<file path="config.mk">
export PLATFORM = sky130hd
export DESIGN_NAME = kta_queue
export DESIGN_NICKNAME = d
export VERILOG_FILES = /design/src/rtl/core/keyed_table_with_aging_unit_macros.svh /design/src/rtl/core/kta_pkg.sv /design/src/rtl/core/kta_queue.sv
export SDC_FILE = /design/constraint.sdc
export NUM_CORES = 1
export LEC_CHECK = 0
export BUFFER_PORTS_ARGS = -buffer_cell sky130_fd_sc_hd__buf_2
export CAP_MARGIN = 20
export CORE_UTILIZATION = 40
export DETAILED_ROUTE_END_ITERATION = 8
export HOLD_SLACK_MARGIN = 0.08
export PLACE_DENSITY = 0.73
export SETUP_SLACK_MARGIN = 0.2
export SLEW_MARGIN = 20
export SYNTH_ARGS = -nofsm -noshare
export SYNTH_HDL_FRONTEND = slang
export SYNTH_SLANG_ARGS = --single-unit
export TNS_END_PERCENT = 50
</file>
<file path="constraint.sdc">
create_clock -name clk -period 21.3 [get_ports clk]
set_input_delay 2.13 -clock clk [delete_from_list [all_inputs] [get_ports clk]]
set_output_delay 2.13 -clock clk [all_outputs]
set_load 0.05 [all_outputs]
</file>
<file path="src/rtl/core/keyed_table_with_aging_unit_macros.svh">
// assertion macros for the keyed table unit
`ifndef KEYED_TABLE_WITH_AGING_UNIT_MACROS_SVH
`define KEYED_TABLE_WITH_AGING_UNIT_MACROS_SVH
`ifndef ASSERT_OFF
`define KTA_ASSERT(lbl, clk, rst, prop, msg) \
  lbl: assert property (@(posedge clk) disable iff (rst) prop) else $error(msg);
`define KTA_ASSERT_RST(lbl, clk, prop, msg) \
  lbl: assert property (@(posedge clk) prop) else $error(msg);
`else
`define KTA_ASSERT(lbl, clk, rst, prop, msg)
`define KTA_ASSERT_RST(lbl, clk, prop, msg)
`endif
`endif

</file>
<file path="src/rtl/core/kta_pkg.sv">
// shared types and constants for the keyed table unit
`default_nettype none
package kta_pkg;
  localparam int MAX_ENTRIES_DEF = 32;
  localparam int KEY_BITS_DEF = 64;
  localparam logic [1:0] OP_UPSERT = 2'd0;
  localparam logic [1:0] OP_GET = 2'd1;
  localparam logic [1:0] OP_QUAR = 2'd2;
  localparam logic [1:0] OP_SWEEP = 2'd3;
  localparam logic [2:0] ST_UPDATED = 3'd0;
  localparam logic [2:0] ST_INSERTED = 3'd1;
  localparam logic [2:0] ST_FOUND = 3'd2;
  localparam logic [2:0] ST_NOTFOUND = 3'd3;
  localparam logic [2:0] ST_FULL = 3'd4;
  localparam logic [2:0] ST_QEXIST = 3'd5;
  localparam logic [2:0] ST_QNEW = 3'd6;
  localparam logic [2:0] ST_SWEEP = 3'd7;
  // request as held in the queue
  typedef struct packed {
    logic [1:0]  opcode;
    logic [63:0] key;
    logic [31:0] ip_addr;
    logic        has_ip;
    logic [15:0] port_num;
    logic [63:0] identity_word;
    logic        has_identity;
    logic [7:0]  reason_code;
    logic [31:0] now_time;
  } req_t;
  // one table entry, key excluded
  typedef struct packed {
    logic [31:0] addr;
    logic [15:0] port;
    logic [63:0] ident;
    logic [31:0] seen;
    logic        quar;
    logic        active;
    logic [7:0]  why;
  } ent_t;
  localparam int ENT_W = $bits(ent_t);
endpackage
`default_nettype wire

</file>
<file path="src/rtl/core/kta_queue.sv">
// two-entry request queue between front and back
`default_nettype none
module kta_queue import kta_pkg::*; (
  input  wire logic clk,
  input  wire logic rst,
  input  wire logic push,
  input  req_t      push_req,
  output logic      full,
  input  wire logic pop,
  output logic      not_empty,
  output req_t      head
);
  req_t buf_q [2];
  logic rd, wr;
  logic [1:0] cnt;
  always_ff @(posedge clk) begin
    if (rst) begin
      rd <= 1'b0; wr <= 1'b0; cnt <= 2'd0;
    end else begin
      if (push) wr <= ~wr;
      if (pop) rd <= ~rd;
      cnt <= cnt + {1'b0, push} - {1'b0, pop};
    end
    if (push) buf_q[wr] <= push_req;
  end
  assign full = cnt[1];
  assign not_empty = cnt != 2'd0;
  assign head = buf_q[rd];
endmodule
`default_nettype wire

</file>
# --- Word-level counts from Yosys, hierarchy flattened ---
# Memory sizes are Yosys's and may differ from the RTL's. A register that Yosys moved wholly into a read port is not among the register bits.
# Index checks and enable logic that the tools add are counted.
op_classes:
  addsub: 2
  multipliers: 0
  div_mod_pow: 0
  n_lt_le_gt_ge: 0
  eq_ne: 0
  shift: 0
  n_mux: 4
  bitwise_logic: 2
  reduce_logical: 1
ops:
  columns: ["operator", "n"]
  rows:
  - ["$mux W1", 4]
  - ["$add A2 B1 Y2", 1]
  - ["$not A1 Y1", 2]
  - ["$reduce_bool A2 Y1", 1]
  - ["$sub A2 B1 Y2", 1]
totals:
  ff_bits: 4
  latchBits: 0
  mem_bits_rw: 440
  rom_bits: 0
  in_bits: 224
  output_inout_bits: 222
  memories: 1
memory_table:
  columns: ["memory", "depth", "word_bits", "rd", "rd_ports_with_merged_regs", "write_ports", "line", "source"]
  rows:
  - ["buf_q", 2, 220, 1, 1, 1, "kta_queue.sv:13", "req_t buf_q [2];"]

# --- Longest topological paths before layout ---
# Gate-level depths: netlist of run 1.
depth:
  word_depth: 3
  depth_mapped: 6

# --- Least setup slack after synthesis of run 1 ---
# OpenSTA, ideal clock, no wires.
synth_timing:
  path_type: "input to register"
  from: "input push"
  to: "memory buf_q[0][0] in the netlist's numbering, enable pin"
  setup_ns: 0.831
  t_arrival_ns: 11.608
  t_required_ns: 20.469
  path_slack_ns: 8.861
  cell_stages: 1
  n_path_buf: 0
  cell_sequence: "nor2b_1"
synth_between:
  elab_chain_len: 2
synth_lines:
  columns: ["element", "line", "source"]
  rows:
  - ["start: declaration", "kta_queue.sv:6", "input wire logic push,"]
  - ["$mux W1", "kta_queue.sv:24", "if (push) buf_q[wr] <= push_req;"]
  - ["$mux W1 (implied by the code)", "kta_queue.sv:24", null]
  - ["end: declaration", "kta_queue.sv:13", null]
# No other way between the ends.

==> results.md, run 1 <==
* Critical Path, Cell by Cell: buf_4, buf_4, mux2_2, buf_2
* Post-synth top cells: 440 x edfxtp_1, 220 x mux2_2, 22 x buf_6, 5 x dfxtp_1, 4 x nor2_1
* Lkg Pwr at 7.56 nW
* Die width at 203 um
* Synth top area share at 0.818
* Crit path max-delay family: buffers and inverters
* Worst-margin pin slew at 1.05 ns
* Cell taking the most area after synthesis: edfxtp_1
* Placer Congestion at 0.751
* Global-route wire length before repair at 47.8 mm
* Pre-antenna DRT Iters at 6
* Yosys cell types at 13
* Mapped Cells at 704
* Power Total at 2.15 mW
* Synth Area in Simple Gates at 0.00248
* Clk slew on worst S/H paths at 0.06 ns
* Per-cell routed wire length at 18.6 um
* Run status: finished clean
* Post-cts resize count at 0
* Die Area at 41200 um2
* Total track usage at 0.152
* 1st-iter DRT viols at 357
* Setup Crit Path Kind: reg2out
* Yosys warnings at 0
* Mapped Area at 16200 um2
* Vias at 8209
* Crit path DAT at 3.41 ns
* Most common cell in the synthesized netlist: edfxtp_1
* Fillers at 3284
* Mux contribution to synthesized area at 0.153
* Worst R2R End: buf_q[0][129]$_DFFE_PP_
* ANT nets after route at 0
* Syn Area/Cell at 23.0 um2
* Min Clock Period, post-route at 5.54 ns
* Largest family of logic cells by synthesized area: multiplexers
* Net Count, Synth at 930
* Largest net degree at the start of global routing at 76
* Setup Buffers After CTS at 0
* Synth Area in Adders at 0.00155
* Final Net Count at 1407
* Share of layout cells above drive strength 1 at 0.610
* Instance count on the critical path at 4
* Reg2reg start: wr$_SDFFE_PP0P_
* Clock tree buffer depth at 3
* Core ar. at 39800 um2
* Synth Area in Compound Gates at 0
* CP max-delay cell: buf_4
* Clock latency on the worst-skew pair at 0.55 ns
* P&R area growth vs syn at 25.8%
* Worst r2r path cells at 3
* Fraction of registers with async set/reset at 0
* Clock root buffer: clkbuf_16
* IR drop worst, VDD at 80.3 uV
* RSZ-0062 raised after global routing: no
* Achievable Freq at 180 MHz
* Largest stage delay, worst path at 0.79 ns
* Row Count at 73
* Hpwl dp at 21.6 mm
* Grt ovf at 0
* DRC violations left at 0
* Num CTS Buffers at 45
* Vias in the first global route at 8633
* Critical Path Fanout Max at 67
* Final Max Tran Viols at 0
* Slew Limit Headroom at 0.300
* Synthesized flop and latch total at 445
* Post-synth EDFFs at 440
* Critical path data required time at 19.17 ns
* # IOs at 446
* Final period util at 0.260
* CP Buf/Inv Count at 3
* H-tree depth at 2
* Antenna violations before repair at 8
* Max Cap Violations at 0
* Vias/cell at 4.70
* Post-synth top flop: edfxtp_1
* Die height at 203 um
* Sink Count at 445
* CTS tree: done
* Crit path launch type: flop
* Crit path capture: head[117]
* Final setup violating endpoints at 0
* Min-Delay Path Class: reg2reg
* DRT Wirelength at 32.4 mm
* Critical Path Sink Type: output port
* Pwr/cell area at 106 nW/um2
* # port buffers at 445
* Xor and xnor area share after synthesis at 0.00248
* Ranking of synthesized cells by area: edfxtp_1 82%, mux2_2 15%, buf_6 1.5%
* Worst Skew at 0.0193 ns
* Post-CTS Hold Buffers at 0
* Reg-to-reg slack, setup at 18.20 ns
* Initial core utilization at 0.406
* Setup TNS at 0 ns
* CP dominant cell by count: buf_4
* Hold_sp: rd$_SDFFE_PP0P_
* Fin. Hold Viols at 0
* Sequential fraction of the synthesis area at 0.824
metal layers:
layer | track usage | wire, um
met5 | 0 | 51
met4 | 0.0671 | 918
met3 | 0.0554 | 2870
met2 | 0.259 | 16200
met1 | 0.172 | 12300
cell type report:
class	instances	area, um2	share of cell area
diodes	4	10.0	0.000493
clock buffers	65	1270	0.0627
clock inverters	18	170	0.00837
inverters	2	7.51	0.000369
multi-input cells	233	2590	0.128
flip-flops and latches	445	13300	0.655
well taps	525	657	0.0323
repair buffers	454	2290	0.113
placed cells by master (no fill, tap or decap), drive strengths merged:
master	count
clkinvlp	1
diode	4
and2	1
clkbuf	65
ha	2
edfxtp	440
buf	454
mux2	220
nor2	4
clkinv	12
xnor2	2
dfxtp	5
xnor3	1
nor2b	2
bufinv	3
inv	4
or2	1
where the power goes:
part	total, mW	leakage, nW	switching [mW]	internal [mW]
clock	0.765	0.708	0.312	0.452
combinational	0.350	2.68	0.254	0.0956
sequential	1.04	4.17	0.0143	1.02
total	2.15	7.56	0.581	1.57
worst min path at each step:
stage                           end  slack (ns)  cells after the start
detailed placement             flop        0.51                      2
finish              rd$_SDFFE_PP0P_        0.52                      2
floorplan                      flop        0.48                      2
global route        rd$_SDFFE_PP0P_        0.57                      2
CTS                 rd$_SDFFE_PP0P_        0.52                      2
global placement    rd$_SDFFE_PP0P_        0.50                      2
sequential cells by signal, indices dropped and copies added (netlist names), named ones only:
register  count
buf_q       440
cnt           2
rd            1
wr            1
metrics by stage:
step / std cells / util / hold slack [ns] / worst slack [ns] / area, um2
final: 1746 / 0.510 / 0.518 / 15.76 / 20300
after global routing: 1745 / 0.510 / 0.569 / 15.53 / 20300
after CTS: 1742 / 0.510 / 0.522 / 15.69 / 20300
after detailed placement: 1659 / 0.474 / 0.509 / 16.24 / 18900
after global placement: 1659 / 0.474 / 0.499 / 16.27 / 18900
after floorplan: 704 / - / 0.480 / 8.86 / 16200
cells by family after synthesis:
| group | after synthesis |
|---|---|
| XOR/XNOR | 3 |
| adder cells (fa/ha/maj) | 2 |
| buffers and inverters | 26 |
| flip-flops | 445 |
| multiplexers | 220 |
| AND/OR/NAND/NOR | 8 |
tightest hold or removal path: cells and delay by family (launching register included):
kind / cells / cell delay (ns)
flops: 1 / 0.32
xor+xnor: 1 / 0.09
simple gates: 1 / 0.08
(Power assumes the default switching activity.)
==> run 2: changes to the inputs <==
clock period = 5.5 ns   (was 21.3 ns; I/O delays follow)
==> results.md, run 2 (synthesis gave the netlist of run 1 again) <==
* Final setup violating endpoints at 0
* Global-route wire length before repair at 46.7 mm
* Hold EP: buf_q[0][203]$_DFFE_PP_
* Total track usage at 0.149
* Initial core utilization at 0.406
* CTS tree: done
* Max FFs per register at 440
* Fin util at 0.512
* Fin. Hold Viols at 0
* Clk slew on worst S/H paths at 0.07 ns
* Final Max Tran Viols at 0
* Top reg by flops: buf_q
* Vias in the first global route at 8414
* Pwr/cell area at 411 nW/um2
* Reg2reg start: wr$_SDFFE_PP0P_
* Inst Count DP at 1656
* Critical Path Sink Type: output port
* Critical Path Fanout Max at 114
* Crit path launch type: flop
* Dpl cell area at 18900 um2
* Hold_sp: push_req[203]
* Pre-antenna DRT Iters at 4
* Post-CTS Hold Buffers at 0
* Setup Buffers After CTS at 0
* Critical path data required time at 4.95 ns
* P&R area growth vs syn at 26.2%
* Achievable Freq at 366 MHz
* Hold path cells at 1
* RSZ-0062 raised after global routing: no
* Sink Count at 445
* Largest net degree at the start of global routing at 115
* Grt ovf at 0
* Clock latency on the worst-skew pair at 0.56 ns
* Vias at 8163
* Biggest regs: buf_q x440, cnt x2
* Worst r2r path cells at 2
* Row Count at 73
* Antenna violations before repair at 5
* Die width at 203 um
* Die Area at 41200 um2
* Run status: finished clean
* Post-cts resize count at 0
* # IOs at 446
* Crit path DAT at 2.18 ns
* Hpwl dp at 20.5 mm
* Die height at 203 um
* Per-cell routed wire length at 18.2 um
* Setup Crit Path Kind: reg2out
* Vias/cell at 4.69
* Reg-to-reg slack, setup at 3.11 ns
* DRT Wirelength at 31.6 mm
* Max Cap Violations at 0
* Share of layout cells above drive strength 1 at 0.613
* Clock tree buffer depth at 3
* Worst R2R End: buf_q[1][151]$_DFFE_PP_
* Final instance area at 20400 um2
* DRC violations left at 0
* IR drop worst, VDD at 365 uV
* Num CTS Buffers at 44
* Final period util at 0.496
* Worst-margin pin slew at 0.960 ns
* Lkg Pwr at 7.59 nW
* Core ar. at 39800 um2
* Commonest non-fill, non-tap cells in the layout: 445 x buf_2, 440 x edfxtp_1, 220 x mux2_2, 45 x clkbuf_16, 12 x clkbuf_1
* Min-Delay Path Class: in2reg
* Slew Limit Headroom at 0.360
* Final Net Count at 1403
* # port buffers at 445
* Post-Layout Cell Count at 1740
* 1st-iter DRT viols at 363
* ANT nets after route at 0
* Min Clock Period, post-route at 2.73 ns
* Worst Skew at 0.0166 ns
* Most common cell after layout, fill and taps aside: buf_2
* Placer Congestion at 0.775
* H-tree depth at 2
* Clock root buffer: clkbuf_16
-- run 2: final cells by class --
class | instances | area (um2)
fill | 3263 | 19400
timing repair buffer | 451 | 2330
inverter | 2 | 7.51
multi-input combinational | 233 | 2590
sequential | 445 | 13300
antenna | 2 | 5.00
tap | 525 | 657
clock buffer | 62 | 1240
clock inverter | 20 | 238
-- run 2: worst max-delay path, stage by stage, from the launching register on --
cell	delay, ns
dfxtp_4	0.37
buf_12	0.40
mux2_2	0.44
buf_2	0.22
-- run 2: per-layer routing --
metal | up-vias | part of all wire | GRT usage
li1 | 3771 | - | -
met1 | 4026 | 0.37 | 0.166
met2 | 308 | 0.52 | 0.263
met3 | 52 | 0.085 | 0.0555
met4 | 6 | 0.021 | 0.0483
met5 | - | 0.0012 | 0
-- run 2: how the worst max path moves through the flow --
stage | start | endpoint | slack (ns)
2_1_floorplan | push | buf_q[1][0]$_DFFE_PP_ | -0.61
3_3_place_gp | push | buf_q[1][90]$_DFFE_PP_ | 2.84
3_5_place_dp | push | buf_q[1][90]$_DFFE_PP_ | 2.84
4_1_cts | flop | head[109] | 2.77
5_1_grt | flop | head[109] | 2.70
6_report | flop | head[109] | 2.77
-- run 2: where the power goes --
group	leakage, nW	internal [mW]	total, mW	switching, mW
clock	0.731	1.81	3.00	1.19
combinational	2.69	0.376	1.37	0.995
sequential	4.17	3.96	4.01	0.0436
-- run 2: stage by stage --
| step | setup slack (ns) | hold slack, ns | setup TNS [ns] | total power, mW |
|---|---|---|---|---|
| 4_1_cts | 2.77 | 0.127 | 0 | 8.49 |
| 3_3_place_gp | 2.84 | 0.495 | 0 | 5.44 |
| 5_1_grt | 2.70 | 0.139 | 0 | 8.67 |
| 3_5_place_dp | 2.84 | 0.520 | 0 | 5.46 |
| 6_report | 2.77 | 0.178 | 0 | 8.38 |
| 2_1_floorplan | -0.610 | 0.480 | -134.10 | 5.14 |
